**src/sv/fcrd_pkg.sv**
```systemverilog
`default_nettype none

package fcrd_pkg;

    localparam int CNT_W            = 7;
    localparam int SYM_W            = 32;
    localparam int DEF_MAX_RULE_LEN = 64;
    localparam int DEF_SYMBOL_BITS  = 32;
    localparam int QUEUE_DEPTH      = 2;

    localparam logic OP_BEGIN  = 1'b0;
    localparam logic OP_SUFFIX = 1'b1;

    typedef enum logic [1:0] {
        ERR_NONE  = 2'd0,
        ERR_CLAMP = 2'd1,
        ERR_DROP  = 2'd2
    } err_t;

    typedef enum logic [1:0] {
        CMD_PREFIX   = 2'd0,
        CMD_SUFFIX   = 2'd1,
        CMD_OVERFLOW = 2'd2
    } cmd_kind_t;

    typedef struct packed {
        cmd_kind_t         kind;
        logic [CNT_W-1:0]  cnt;
        logic [SYM_W-1:0]  sym;
        logic              start;
        err_t              err;
    } cmd_t;

    typedef struct packed {
        logic start;
        logic last;
        err_t err;
    } res_flags_t;

endpackage

`default_nettype wire

```
**src/sv/fcrd_if.sv**
```systemverilog
`default_nettype none

interface fcrd_in_if import fcrd_pkg::*; ();
    logic             valid;
    logic             ready;
    logic             op;
    logic [CNT_W-1:0] prefix_len;
    logic [SYM_W-1:0] symbol;

    modport source (output valid, output op, output prefix_len, output symbol, input ready);
    modport sink   (input valid, input op, input prefix_len, input symbol, output ready);
endinterface

interface fcrd_out_if import fcrd_pkg::*; ();
    logic             valid;
    logic             ready;
    logic [SYM_W-1:0] out_symbol;
    logic             rule_head;
    logic             last;
    logic [1:0]       error;

    modport source (output valid, output out_symbol, output rule_head, output last,
                    output error, input ready);
    modport sink   (input valid, input out_symbol, input rule_head, input last,
                    input error, output ready);
endinterface

`default_nettype wire

```
**src/sv/front_coded_rule_decoder_core.sv**
```systemverilog
// Path: a suffix item passes through the command queue and the output register; the
// re-emitted prefix symbols of a begin item pass through the queue, the buffer read
// register and the output register. A begin item that keeps k symbols issues one read
// of the single-port rule buffer per symbol; output back-pressure stalls the reads.
// Reset clears the rule length, arms the rule-start flag, empties the command queue
// and clears all valid flags; the rule buffer keeps its contents and needs no clearing.
`default_nettype none

module front_coded_rule_decoder_core import fcrd_pkg::*; #(
    parameter int MAX_RULE_LEN = DEF_MAX_RULE_LEN,
    parameter int SYMBOL_BITS  = DEF_SYMBOL_BITS
) (
    input  logic       clk,
    input  logic       rst_n,
    fcrd_in_if.sink    item_ch,
    fcrd_out_if.source result_ch
);

    logic push;
    logic push_ready;
    cmd_t push_cmd;
    logic head_valid;
    logic pop;
    cmd_t head_cmd;

    fcrd_front #(
        .MAX_RULE_LEN (MAX_RULE_LEN),
        .SYMBOL_BITS  (SYMBOL_BITS)
    ) u_front (
        .clk        (clk),
        .rst_n      (rst_n),
        .item_ch    (item_ch),
        .push       (push),
        .push_ready (push_ready),
        .push_cmd   (push_cmd)
    );

    fcrd_queue u_queue (
        .clk        (clk),
        .rst_n      (rst_n),
        .push       (push),
        .push_ready (push_ready),
        .push_cmd   (push_cmd),
        .head_valid (head_valid),
        .pop        (pop),
        .head_cmd   (head_cmd)
    );

    fcrd_back #(
        .MAX_RULE_LEN (MAX_RULE_LEN),
        .SYMBOL_BITS  (SYMBOL_BITS)
    ) u_back (
        .clk        (clk),
        .rst_n      (rst_n),
        .head_valid (head_valid),
        .head_cmd   (head_cmd),
        .pop        (pop),
        .result_ch  (result_ch)
    );

endmodule

`default_nettype wire

```
**src/sv/fcrd_front.sv**
```systemverilog
`default_nettype none

module fcrd_front import fcrd_pkg::*; #(
    parameter int MAX_RULE_LEN = DEF_MAX_RULE_LEN,
    parameter int SYMBOL_BITS  = DEF_SYMBOL_BITS
) (
    input  logic      clk,
    input  logic      rst_n,
    fcrd_in_if.sink   item_ch,
    output logic      push,
    input  logic      push_ready,
    output cmd_t      push_cmd
);

    localparam int LEN_W   = $clog2(MAX_RULE_LEN + 1);
    localparam int STORE_W = (SYMBOL_BITS < SYM_W) ? SYMBOL_BITS : SYM_W;

    logic [LEN_W-1:0] len_reg;
    logic [LEN_W-1:0] len_next;
    logic             pend_reg;
    logic             pend_next;

    logic             accept;
    logic             clamp;
    logic [CNT_W-1:0] len_ext;
    logic [CNT_W-1:0] keep;

    assign item_ch.ready = push_ready;
    assign accept        = item_ch.valid && push_ready;
    assign len_ext       = CNT_W'(len_reg);
    assign clamp         = item_ch.prefix_len > len_ext;
    assign keep          = clamp ? len_ext : item_ch.prefix_len;

    always_comb
    begin
        len_next       = len_reg;
        pend_next      = pend_reg;
        push           = 1'b0;
        push_cmd       = '0;
        push_cmd.kind  = CMD_PREFIX;
        push_cmd.err   = ERR_NONE;
        if (item_ch.op == OP_BEGIN)
        begin
            push_cmd.kind  = CMD_PREFIX;
            push_cmd.cnt   = keep;
            push_cmd.start = 1'b1;
            push_cmd.err   = clamp ? ERR_CLAMP : ERR_NONE;
            push           = item_ch.valid && (keep != '0);
            if (accept)
            begin
                len_next  = LEN_W'(keep);
                pend_next = (keep == '0);
            end
        end
        else if (len_reg == LEN_W'(MAX_RULE_LEN))
        begin
            push_cmd.kind = CMD_OVERFLOW;
            push_cmd.err  = ERR_DROP;
            push          = item_ch.valid;
        end
        else
        begin
            push_cmd.kind  = CMD_SUFFIX;
            push_cmd.cnt   = len_ext;
            push_cmd.sym   = SYM_W'(item_ch.symbol[STORE_W-1:0]);
            push_cmd.start = pend_reg;
            push           = item_ch.valid;
            if (accept)
            begin
                len_next  = len_reg + LEN_W'(1);
                pend_next = 1'b0;
            end
        end
    end

    always_ff @(posedge clk or negedge rst_n)
    begin
        if (!rst_n)
        begin
            len_reg  <= '0;
            pend_reg <= 1'b1;
        end
        else
        begin
            len_reg  <= len_next;
            pend_reg <= pend_next;
        end
    end

endmodule

`default_nettype wire

```
**src/sv/fcrd_queue.sv**
```systemverilog
`default_nettype none

module fcrd_queue import fcrd_pkg::*; (
    input  logic clk,
    input  logic rst_n,
    input  logic push,
    output logic push_ready,
    input  cmd_t push_cmd,
    output logic head_valid,
    input  logic pop,
    output cmd_t head_cmd
);

    localparam int PTR_W = (QUEUE_DEPTH > 1) ? $clog2(QUEUE_DEPTH) : 1;
    localparam int CNT_QW = $clog2(QUEUE_DEPTH + 1);

    cmd_t              slots_reg [QUEUE_DEPTH];
    logic [PTR_W-1:0]  wr_ptr_reg;
    logic [PTR_W-1:0]  wr_ptr_next;
    logic [PTR_W-1:0]  rd_ptr_reg;
    logic [PTR_W-1:0]  rd_ptr_next;
    logic [CNT_QW-1:0] fill_reg;
    logic [CNT_QW-1:0] fill_next;
    logic              do_push;
    logic              do_pop;

    assign push_ready = fill_reg != CNT_QW'(QUEUE_DEPTH);
    assign head_valid = fill_reg != '0;
    assign head_cmd   = slots_reg[rd_ptr_reg];
    assign do_push    = push && push_ready;
    assign do_pop     = pop && head_valid;

    always_comb
    begin
        wr_ptr_next = wr_ptr_reg;
        rd_ptr_next = rd_ptr_reg;
        fill_next   = fill_reg;
        if (do_push)
        begin
            wr_ptr_next = (wr_ptr_reg == PTR_W'(QUEUE_DEPTH - 1)) ? '0
                                                                 : wr_ptr_reg + PTR_W'(1);
        end
        if (do_pop)
        begin
            rd_ptr_next = (rd_ptr_reg == PTR_W'(QUEUE_DEPTH - 1)) ? '0
                                                                 : rd_ptr_reg + PTR_W'(1);
        end
        if (do_push && !do_pop)
        begin
            fill_next = fill_reg + CNT_QW'(1);
        end
        else if (do_pop && !do_push)
        begin
            fill_next = fill_reg - CNT_QW'(1);
        end
    end

    always_ff @(posedge clk)
    begin
        if (do_push)
        begin
            slots_reg[wr_ptr_reg] <= push_cmd;
        end
    end

    always_ff @(posedge clk or negedge rst_n)
    begin
        if (!rst_n)
        begin
            wr_ptr_reg <= '0;
            rd_ptr_reg <= '0;
            fill_reg   <= '0;
        end
        else
        begin
            wr_ptr_reg <= wr_ptr_next;
            rd_ptr_reg <= rd_ptr_next;
            fill_reg   <= fill_next;
        end
    end

endmodule

`default_nettype wire

```
**src/sv/fcrd_back.sv**
```systemverilog
`default_nettype none

module fcrd_back import fcrd_pkg::*; #(
    parameter int MAX_RULE_LEN = DEF_MAX_RULE_LEN,
    parameter int SYMBOL_BITS  = DEF_SYMBOL_BITS
) (
    input  logic       clk,
    input  logic       rst_n,
    input  logic       head_valid,
    input  cmd_t       head_cmd,
    output logic       pop,
    fcrd_out_if.source result_ch
);

    localparam int IDX_W   = $clog2(MAX_RULE_LEN);
    localparam int STORE_W = (SYMBOL_BITS < SYM_W) ? SYMBOL_BITS : SYM_W;

    logic [STORE_W-1:0] buf_mem [MAX_RULE_LEN];
    logic [STORE_W-1:0] rd_data_reg;

    logic [IDX_W-1:0]   idx_reg;
    logic [IDX_W-1:0]   idx_next;
    logic               dv_reg;
    logic               dv_next;
    res_flags_t         dv_flags_reg;
    res_flags_t         dv_flags_next;
    logic               out_valid_reg;
    logic               out_valid_next;
    logic [SYM_W-1:0]   out_sym_reg;
    logic [SYM_W-1:0]   out_sym_next;
    res_flags_t         out_flags_reg;
    res_flags_t         out_flags_next;

    logic               out_free;
    logic               can_issue;
    logic               is_prefix;
    logic               idx_last;
    logic               rd_en;
    logic               emit;
    logic               wr_en;

    assign out_free  = !out_valid_reg || result_ch.ready;
    assign can_issue = !dv_reg || out_free;
    assign is_prefix = head_cmd.kind == CMD_PREFIX;
    assign idx_last  = (CNT_W'(idx_reg) + CNT_W'(1)) == head_cmd.cnt;
    assign rd_en     = head_valid && is_prefix && can_issue;
    assign emit      = head_valid && !is_prefix && !dv_reg && out_free;
    assign wr_en     = emit && (head_cmd.kind == CMD_SUFFIX);
    assign pop       = (rd_en && idx_last) || emit;

    assign result_ch.valid      = out_valid_reg;
    assign result_ch.out_symbol = out_sym_reg;
    assign result_ch.rule_head  = out_flags_reg.start;
    assign result_ch.last       = out_flags_reg.last;
    assign result_ch.error      = out_flags_reg.err;

    always_comb
    begin
        idx_next       = idx_reg;
        dv_flags_next  = dv_flags_reg;
        dv_next        = dv_reg && !out_free;
        out_valid_next = out_valid_reg;
        out_sym_next   = out_sym_reg;
        out_flags_next = out_flags_reg;

        if (rd_en)
        begin
            idx_next            = idx_last ? '0 : idx_reg + IDX_W'(1);
            dv_next             = 1'b1;
            dv_flags_next.start = (idx_reg == '0);
            dv_flags_next.last  = idx_last;
            dv_flags_next.err   = head_cmd.err;
        end

        if (dv_reg && out_free)
        begin
            out_valid_next = 1'b1;
            out_sym_next   = SYM_W'(rd_data_reg);
            out_flags_next = dv_flags_reg;
        end
        else if (emit)
        begin
            out_valid_next       = 1'b1;
            out_sym_next         = head_cmd.sym;
            out_flags_next.start = head_cmd.start;
            out_flags_next.last  = 1'b1;
            out_flags_next.err   = head_cmd.err;
        end
        else if (result_ch.ready)
        begin
            out_valid_next = 1'b0;
        end
    end

    always_ff @(posedge clk)
    begin
        if (wr_en)
        begin
            buf_mem[head_cmd.cnt[IDX_W-1:0]] <= head_cmd.sym[STORE_W-1:0];
        end
        if (rd_en)
        begin
            rd_data_reg <= buf_mem[idx_reg];
        end
    end

    always_ff @(posedge clk)
    begin
        dv_flags_reg  <= dv_flags_next;
        out_sym_reg   <= out_sym_next;
        out_flags_reg <= out_flags_next;
    end

    always_ff @(posedge clk or negedge rst_n)
    begin
        if (!rst_n)
        begin
            idx_reg       <= '0;
            dv_reg        <= 1'b0;
            out_valid_reg <= 1'b0;
        end
        else
        begin
            idx_reg       <= idx_next;
            dv_reg        <= dv_next;
            out_valid_reg <= out_valid_next;
        end
    end

endmodule

`default_nettype wire
```
**src/flat_wrapper.sv**
```systemverilog
// flat-port wrapper written by rule: the top's interface ports become plain ports
module front_coded_rule_decoder_core_flat import fcrd_pkg::*;
#(
    parameter int MAX_RULE_LEN = DEF_MAX_RULE_LEN,
    parameter int SYMBOL_BITS  = DEF_SYMBOL_BITS
)
  (clk, rst_n, item_ch_valid, item_ch_op, item_ch_prefix_len, item_ch_symbol, item_ch_ready, result_ch_valid, result_ch_out_symbol, result_ch_rule_head, result_ch_last, result_ch_error, result_ch_ready);
  fcrd_in_if item_ch_i ();
  fcrd_out_if result_ch_i ();
  input  logic clk;
  input  logic rst_n;
  input wire logic [$bits(item_ch_i.valid)-1:0] item_ch_valid;
  input wire logic [$bits(item_ch_i.op)-1:0] item_ch_op;
  input wire logic [$bits(item_ch_i.prefix_len)-1:0] item_ch_prefix_len;
  input wire logic [$bits(item_ch_i.symbol)-1:0] item_ch_symbol;
  output wire logic [$bits(item_ch_i.ready)-1:0] item_ch_ready;
  output wire logic [$bits(result_ch_i.valid)-1:0] result_ch_valid;
  output wire logic [$bits(result_ch_i.out_symbol)-1:0] result_ch_out_symbol;
  output wire logic [$bits(result_ch_i.rule_head)-1:0] result_ch_rule_head;
  output wire logic [$bits(result_ch_i.last)-1:0] result_ch_last;
  output wire logic [$bits(result_ch_i.error)-1:0] result_ch_error;
  input wire logic [$bits(result_ch_i.ready)-1:0] result_ch_ready;
  assign item_ch_i.valid = item_ch_valid;
  assign item_ch_i.op = item_ch_op;
  assign item_ch_i.prefix_len = item_ch_prefix_len;
  assign item_ch_i.symbol = item_ch_symbol;
  assign item_ch_ready = item_ch_i.ready;
  assign result_ch_valid = result_ch_i.valid;
  assign result_ch_out_symbol = result_ch_i.out_symbol;
  assign result_ch_rule_head = result_ch_i.rule_head;
  assign result_ch_last = result_ch_i.last;
  assign result_ch_error = result_ch_i.error;
  assign result_ch_i.ready = result_ch_ready;
  front_coded_rule_decoder_core #(.MAX_RULE_LEN(MAX_RULE_LEN), .SYMBOL_BITS(SYMBOL_BITS)) u_core (.clk(clk), .rst_n(rst_n), .item_ch(item_ch_i), .result_ch(result_ch_i));
endmodule
```
**config.mk**
```make
export PLATFORM = sky130hd
export DESIGN_NAME = front_coded_rule_decoder_core_flat
export DESIGN_NICKNAME = d
export VERILOG_FILES = /design/src/sv/fcrd_pkg.sv /design/src/sv/fcrd_if.sv /design/src/sv/front_coded_rule_decoder_core.sv /design/src/sv/fcrd_front.sv /design/src/sv/fcrd_queue.sv /design/src/sv/fcrd_back.sv /design/src/flat_wrapper.sv
export SDC_FILE = /design/constraint.sdc
export NUM_CORES = 2
export LEC_CHECK = 0
export ABC_AREA = 0
export BUFFER_PORTS_ARGS = -buffer_cell sky130_fd_sc_hd__buf_2
export CAP_MARGIN = 15
export CORE_MARGIN = 3
export CORE_UTILIZATION = 30
export CTS_BUF_LIST = sky130_fd_sc_hd__clkbuf_16
export DETAILED_ROUTE_END_ITERATION = 6
export PLACE_DENSITY_LB_ADDON = 0.25
export SYNTH_ARGS = -nofsm -noshare
export SYNTH_HDL_FRONTEND = slang
export SYNTH_SLANG_ARGS = --single-unit
```
**constraint.sdc**
```tcl
create_clock -name clk -period 9.4 [get_ports clk]
set_input_delay 0.47 -clock clk [delete_from_list [all_inputs] [get_ports clk]]
set_output_delay 0.47 -clock clk [all_outputs]
set_load 0.02 [all_outputs]
```
======== Word-level counts from Yosys, hierarchy flattened ========
Memory sizes are Yosys's and may differ from the RTL's. A register that Yosys moved wholly into a read port is not among the register bits.
Cells that the tools add are included.
word-level totals
  logic and storage cells ................. 99
  memories ................................ 2
  memory bits (writable) .................. 2,136
  ROM bits ................................ 0
  latch bits .............................. 0
  register bits after elaboration ......... 60
  input bits .............................. 44
  output and inout port bits .............. 38
operators by class
  div/mod/pow operators ................... 0
  multiplexer cells ....................... 34
  equality and inequality tests ........... 5
  shift-type cells ........................ 0
  $add $sub $neg .......................... 7
  $lt $le $gt $ge ......................... 1
  bitwise operators ....................... 0
  reduce and logical (&&, ||, !) cells .... 35
  multipliers ............................. 0
memories
  name                      words  bits a word  rd ports  clocked after Yosys merged registers in  write ports  RTL line          text
  u_core.u_back.buf_mem     64     32           1         1                                        1            fcrd_back.sv:18   logic [STORE_W-1:0] buf_mem [MAX_RULE_LEN];
  u_core.u_queue.slots_reg  2      44           1         0                                        1            fcrd_queue.sv:17  cmd_t slots_reg [QUEUE_DEPTH];
operators by type and width
  operator               number
  $mux W32               3
  $mux W40               1
  $mux W7                5
  $mux W1                16
  $logic_and A1 B1 Y1    15
  $reduce_bool A2 Y1     5
  $mux W9                1
  $mux W2                4
  $mux W4                2
  $add A6 B1 Y7 const B  1
  $add A7 B1 Y7 const B  1
  $eq A7 B7 Y1           1
  $eq A7 B7 Y1 const B   1
  $gt A7 B7 Y1           1
  $logic_not A7 Y1       1
  $reduce_bool A7 Y1     1
  $add A6 B1 Y6 const B  1
  $logic_not A1 Y1       6
  $logic_not A6 Y1       1
  $mux W6                1
  $ne A2 B2 Y1 const B   2
  $logic_or A1 B1 Y1     3
  $mux W3                1
  $reduce_and A3 Y1      1
  other kinds (6)        7

======== Longest topological paths before layout ========
An unclocked memory read counts as a cell.
  word-level depth ........................ 11
  mapped depth ............................ 13
  depth with buffers taken out ............ 11

======== Modules after synthesis ========
A second synthesis with hierarchy kept.
unflattened totals
  cell total of the unflattened synthesis .. 3,727
  area total of the unflattened synthesis .. 85,878.6 µm²
modules (own cells, without submodules)
  module      instances  area an instance (µm²)  cells an instance
  fcrd_back   1          81,131.6                3,421
  fcrd_queue  1          3,569.7                 155
  fcrd_front  1          1,177.4                 151

======== Least setup slack after synthesis ========
Ideal clock, no wire load.
  kind .................................... register -> register
  start ................................... register u_core.u_front.len_reg[6], in the netlist u_core.u_front.len_ext[6]
  end ..................................... memory u_core.u_queue.slots_reg[0][0] in the netlist's numbering (enable)
  library setup time ...................... 0.449 ns
  arrival ................................. 3.952 ns
  stages on the path, launching flop included .. 10
  path slack .............................. 5.000 ns
  path buffers ............................ 1
  period minus slack after synthesis ...... 4.400 ns
  path through ............................ dfrtp_1 > clkbuf_1 > inv_1 > ha_1 > nand4_1 > a21o_1 > a21oi_1 > or4_1 > a31o_2 > nor2b_1
between the ends
  cells in the longest elaborated chain, start to end .. 8
ends and longest elaborated chain
  element                            RTL line          text
  from (decl)                        fcrd_front.sv:18  logic [LEN_W-1:0] len_reg;
  from (signal assigned)             fcrd_front.sv:85  len_reg <= len_next;
  $gt A7 B7 Y1                       fcrd_front.sv:31  assign clamp = item_ch.prefix_len > len_ext;
  $mux W7 (*)                        fcrd_front.sv:32  assign keep = clamp ? len_ext : item_ch.prefix_len;
  $reduce_bool A7 Y1 (*)             fcrd_front.sv:48  push = item_ch.valid && (keep != '0);
  $logic_and A1 B1 Y1 (*)            fcrd_front.sv:48
  $mux W1 (*)                        fcrd_front.sv:42  if (item_ch.op == OP_BEGIN)
  $logic_and A1 B1 Y1 (*)            fcrd_queue.sv:30  assign do_push = push && push_ready;
  net u_core.u_queue.do_push         fcrd_queue.sv:24  logic do_push;
  $mux W1 (*)                        fcrd_queue.sv:60  if (do_push)
  $mux W1 (implied by the code) (*)  fcrd_queue.sv:62  slots_reg[wr_ptr_reg] <= push_cmd;
  to (decl)                          fcrd_queue.sv:17
Mark *: on every way through the listed nets, which the timed path passes. The rest lies on a longest branch.

==> impl_metrics.yaml <==
critical_path:
  critPathCaptureType: "register"
  required_ps: 9970
  path_max_fanout: 138
  crit_type: "register to register"
  worst_setup_path_start_kind: "register"
  worstPathArrival_ps: 5310
drt:
  firstDrtPassIters: 5
  vias_per_cell: 4.952
  wl_per_cell_um: 28.21
  drtAntennaViolNets: 0
  wirelength_mm: 218.8
  drt-initial-drc-count: 3764
  drc: 0
  vias: 38410
synthesis:
  async_flop_share_pct: 0.8985
  synth_cell_types: 51
  yosys_register_bits: 2226
  synth_fp_nets: 3596
  ys_seq_area_share_pct: 78.31
  synth_edf_count: 2206
  syn_area_mm2: 0.08524
  syn_inst: 3540
  syn_area_per_cell_um2: 24.08
  yosysWarnings: 0
  ys.flop_type: "edfxtp_1"
global_routing:
  grt-ovfl-total: 0
  grt_use_total_pct: 14.87
  grt_pass1_vias: 40060
  grt_first_pass_wirelength_mm: 311.7
  antenna_found_initial: 4
  grt_max_degree: 149
clocking:
  ctsHtreeMaxLevel: 4
  cts_root_buf: "clkbuf_16"
  clk_latency_ps: 860
  cts_sinks: 2226
  clock_path_buffers: 3
  cts_hold_buf: 40
  cts_buffers: 228
  cts-resized-gates: 0
  path_clk_slew_ps: 60
  cts_tree: "done"
  post_cts_buffers: 0
die:
  io_pins: 82
  die_area_mm2: 0.2905
  die_h_um: 539.0
  start_util_pct: 30.17
  die_x_um: 539.0
  row_count: 195
  core_area_mm2: 0.2825
timing:
  fin_skew_ps: 31.11
  tightest_slew_ps: 1119
  layout_min_cycle_time_ps: 4745
  fmax_mhz: 210.7
  finalSetupViolations: 0
  finalMaxSlewViolations: 0
  fin_crit_sh_pct: 50.48
  rsz0062_at_grt: "no"
  relSlewSlack_pct: 25.42
  finalHoldViolations: 0
  setup_tns_ps: 0
run:
  maxCapViolations: 0
power_and_ir_drop:
  comb_power_share_pct: 27.0
  power_frac_clock_pct: 28.1
  p_seq_share_pct: 44.9
  netSwitchingPower_mw: 9.107
  power_density_mw_per_mm2: 305.0
  ir_worst_vdd_uv: 227.8
  p_leak_nw: 30.00
  intPower_mw: 20.93
  sw_frac_of_total_pct: 30.32
min_path:
  hp-class: "input pin to register"
place:
  dp_hpwl_mm: 111.1
  dp_cells: 7300
  gp_congestion: 0.7355
  port_buffers: 81
finish:
  drive_gt1_share_pct: 32.24
  fin_nets: 3888
  instances_no_fill: 7756
  areaGrowthSynthToFinish_pct: 15.56
  largest_reg_flops: 2048
run_status:
  status: "finished, final reports clean"
-- cell type report --
class,instances,area (um^2)
antenna,3,7.507
clock buffer,230,5756
clock inverter,178,1210
fill,26040,184000
inverter,16,60.06
multi-input combinational,1117,18130
sequential,2226,66760
tap,3743,4683
timing repair buffer,243,1897
-- through the flow --
step	worst slack (ps)	instance area (um^2)	hold WS [ps]	utilization [%]	total power [mW]
2_1_floorplan	5000	85240	174.4	-	18.83
3_3_place_gp	4600	91030	475.2	32.22	21.79
3_5_place_dp	4630	91030	478.4	32.22	21.90
4_1_cts	4628	98390	35.02	34.83	30.40
5_1_grt	4556	98490	92.72	34.86	31.33
6_report	4655	98500	87.39	34.86	30.04
-- Yosys cell counts, types with 11 or more instances --
master	count	share of area [%]
nor2_1	87	0.38
buf_2	48	0.28
a22oi_1	66	0.58
edfxtp_1	2206	78
nand2_1	70	0.31
mux2_2	70	0.92
ha_1	12	0.18
inv_1	16	0.070
and2_1	39	0.29
buf_6	11	0.15
mux4_2	640	17
clkbuf_1	90	0.40
buf_1	28	0.12
o21ai_0	19	0.11
dfrtp_1	19	0.56
nand3_1	14	0.082
-- power by group through the flow --
stage / Sequential (mW) / Combinational (mW) / Clock (mW)
2_1_floorplan: 13.5 / 5.30 / 0
6_report: 13.5 / 8.12 / 8.45
3_3_place_gp: 13.7 / 8.11 / 0
3_5_place_dp: 13.7 / 8.20 / 0
5_1_grt: 13.5 / 8.73 / 9.07
4_1_cts: 13.5 / 8.23 / 8.68
-- cell usage in the layout, fill, tap and decap left out, types with 3 or more instances in the layout --
cell	synthesis	layout
dlygate4sd3_1	0	40
clkbuf_16	0	230
and2_1	39	37
bufinv_16	0	11
a21oi_1	10	10
edfxtp_1	2206	2206
o21ai_0	19	19
or4_1	3	3
nand2_1	70	69
clkinv_8	0	7
and3_1	5	5
nor3_1	9	9
o221a_2	4	4
xor2_1	4	4
mux2i_1	10	10
ha_1	12	12
o211ai_1	3	3
a22oi_1	66	66
mux4_2	640	640
mux2_2	70	70
buf_4	4	108
nor2_4	0	65
diode_2	0	3
nand3_1	14	14
dfrtp_1	19	14
dfrtp_4	0	4
clkinvlp_4	0	7
clkinv_2	0	31
nor2_1	87	22
nor2b_4	0	3
or3_1	4	4
clkinv_1	0	56
buf_12	0	14
xnor2_1	10	10
buf_2	48	81
inv_1	16	74
-- critical path, stage by stage (launching register included) --
cell and delay, ps:
dfrtp_4 910, buf_12 690, buf_4 770, mux4_2 420
mux4_2 500, a22oi_1 770, nand2_1 110
-- final timing paths --
check                      slack (ps)                                   endpoint  cells after the start                                  from
max                              4650     u_core.u_back.rd_data_reg[2]$_DFFE_PP_                      6  u_core.u_back.idx_reg[1]$_DFFE_PN0P_
min                                90   u_core.u_queue.slots_reg[1][5]$_DFFE_PP_                      2                     item_ch_symbol[2]
max reg2reg                      4650     u_core.u_back.rd_data_reg[2]$_DFFE_PP_                      6  u_core.u_back.idx_reg[1]$_DFFE_PN0P_
min reg2reg                       490        u_core.u_front.pend_reg$_DFFE_PN1P_                      2   u_core.u_front.pend_reg$_DFFE_PN1P_
max in group asynchronous        8880       u_core.u_back.idx_reg[0]$_DFFE_PN0P_                      2                                 rst_n
min in group asynchronous         120  u_core.u_back.result_ch.valid$_DFFE_PN0P_                      2                                 rst_n
-- cell families after synthesis --
family | Yosys count | synth area share [%]
and+or+nand+nor | 248 | 1.337
adders and majority gates | 12 | 0.1761
muxes | 720 | 17.95
AOI/OAI and AO/OA | 123 | 1.030
xor gates and xnor gates | 14 | 0.1438
DFF | 2226 | 78.31
buffers and inverters | 197 | 1.053
-- layer usage --
metal  vias up  GRT usage (%)  part of all wire, %
met1     21280          21.57                   46
met5         -              0                    0
met4         0          2.952                  1.5
met3       246          2.331                  5.0
li1      15820              -                    -
met2      1057          23.79                   48
Note: power is estimated with default switching activity, not from simulation.
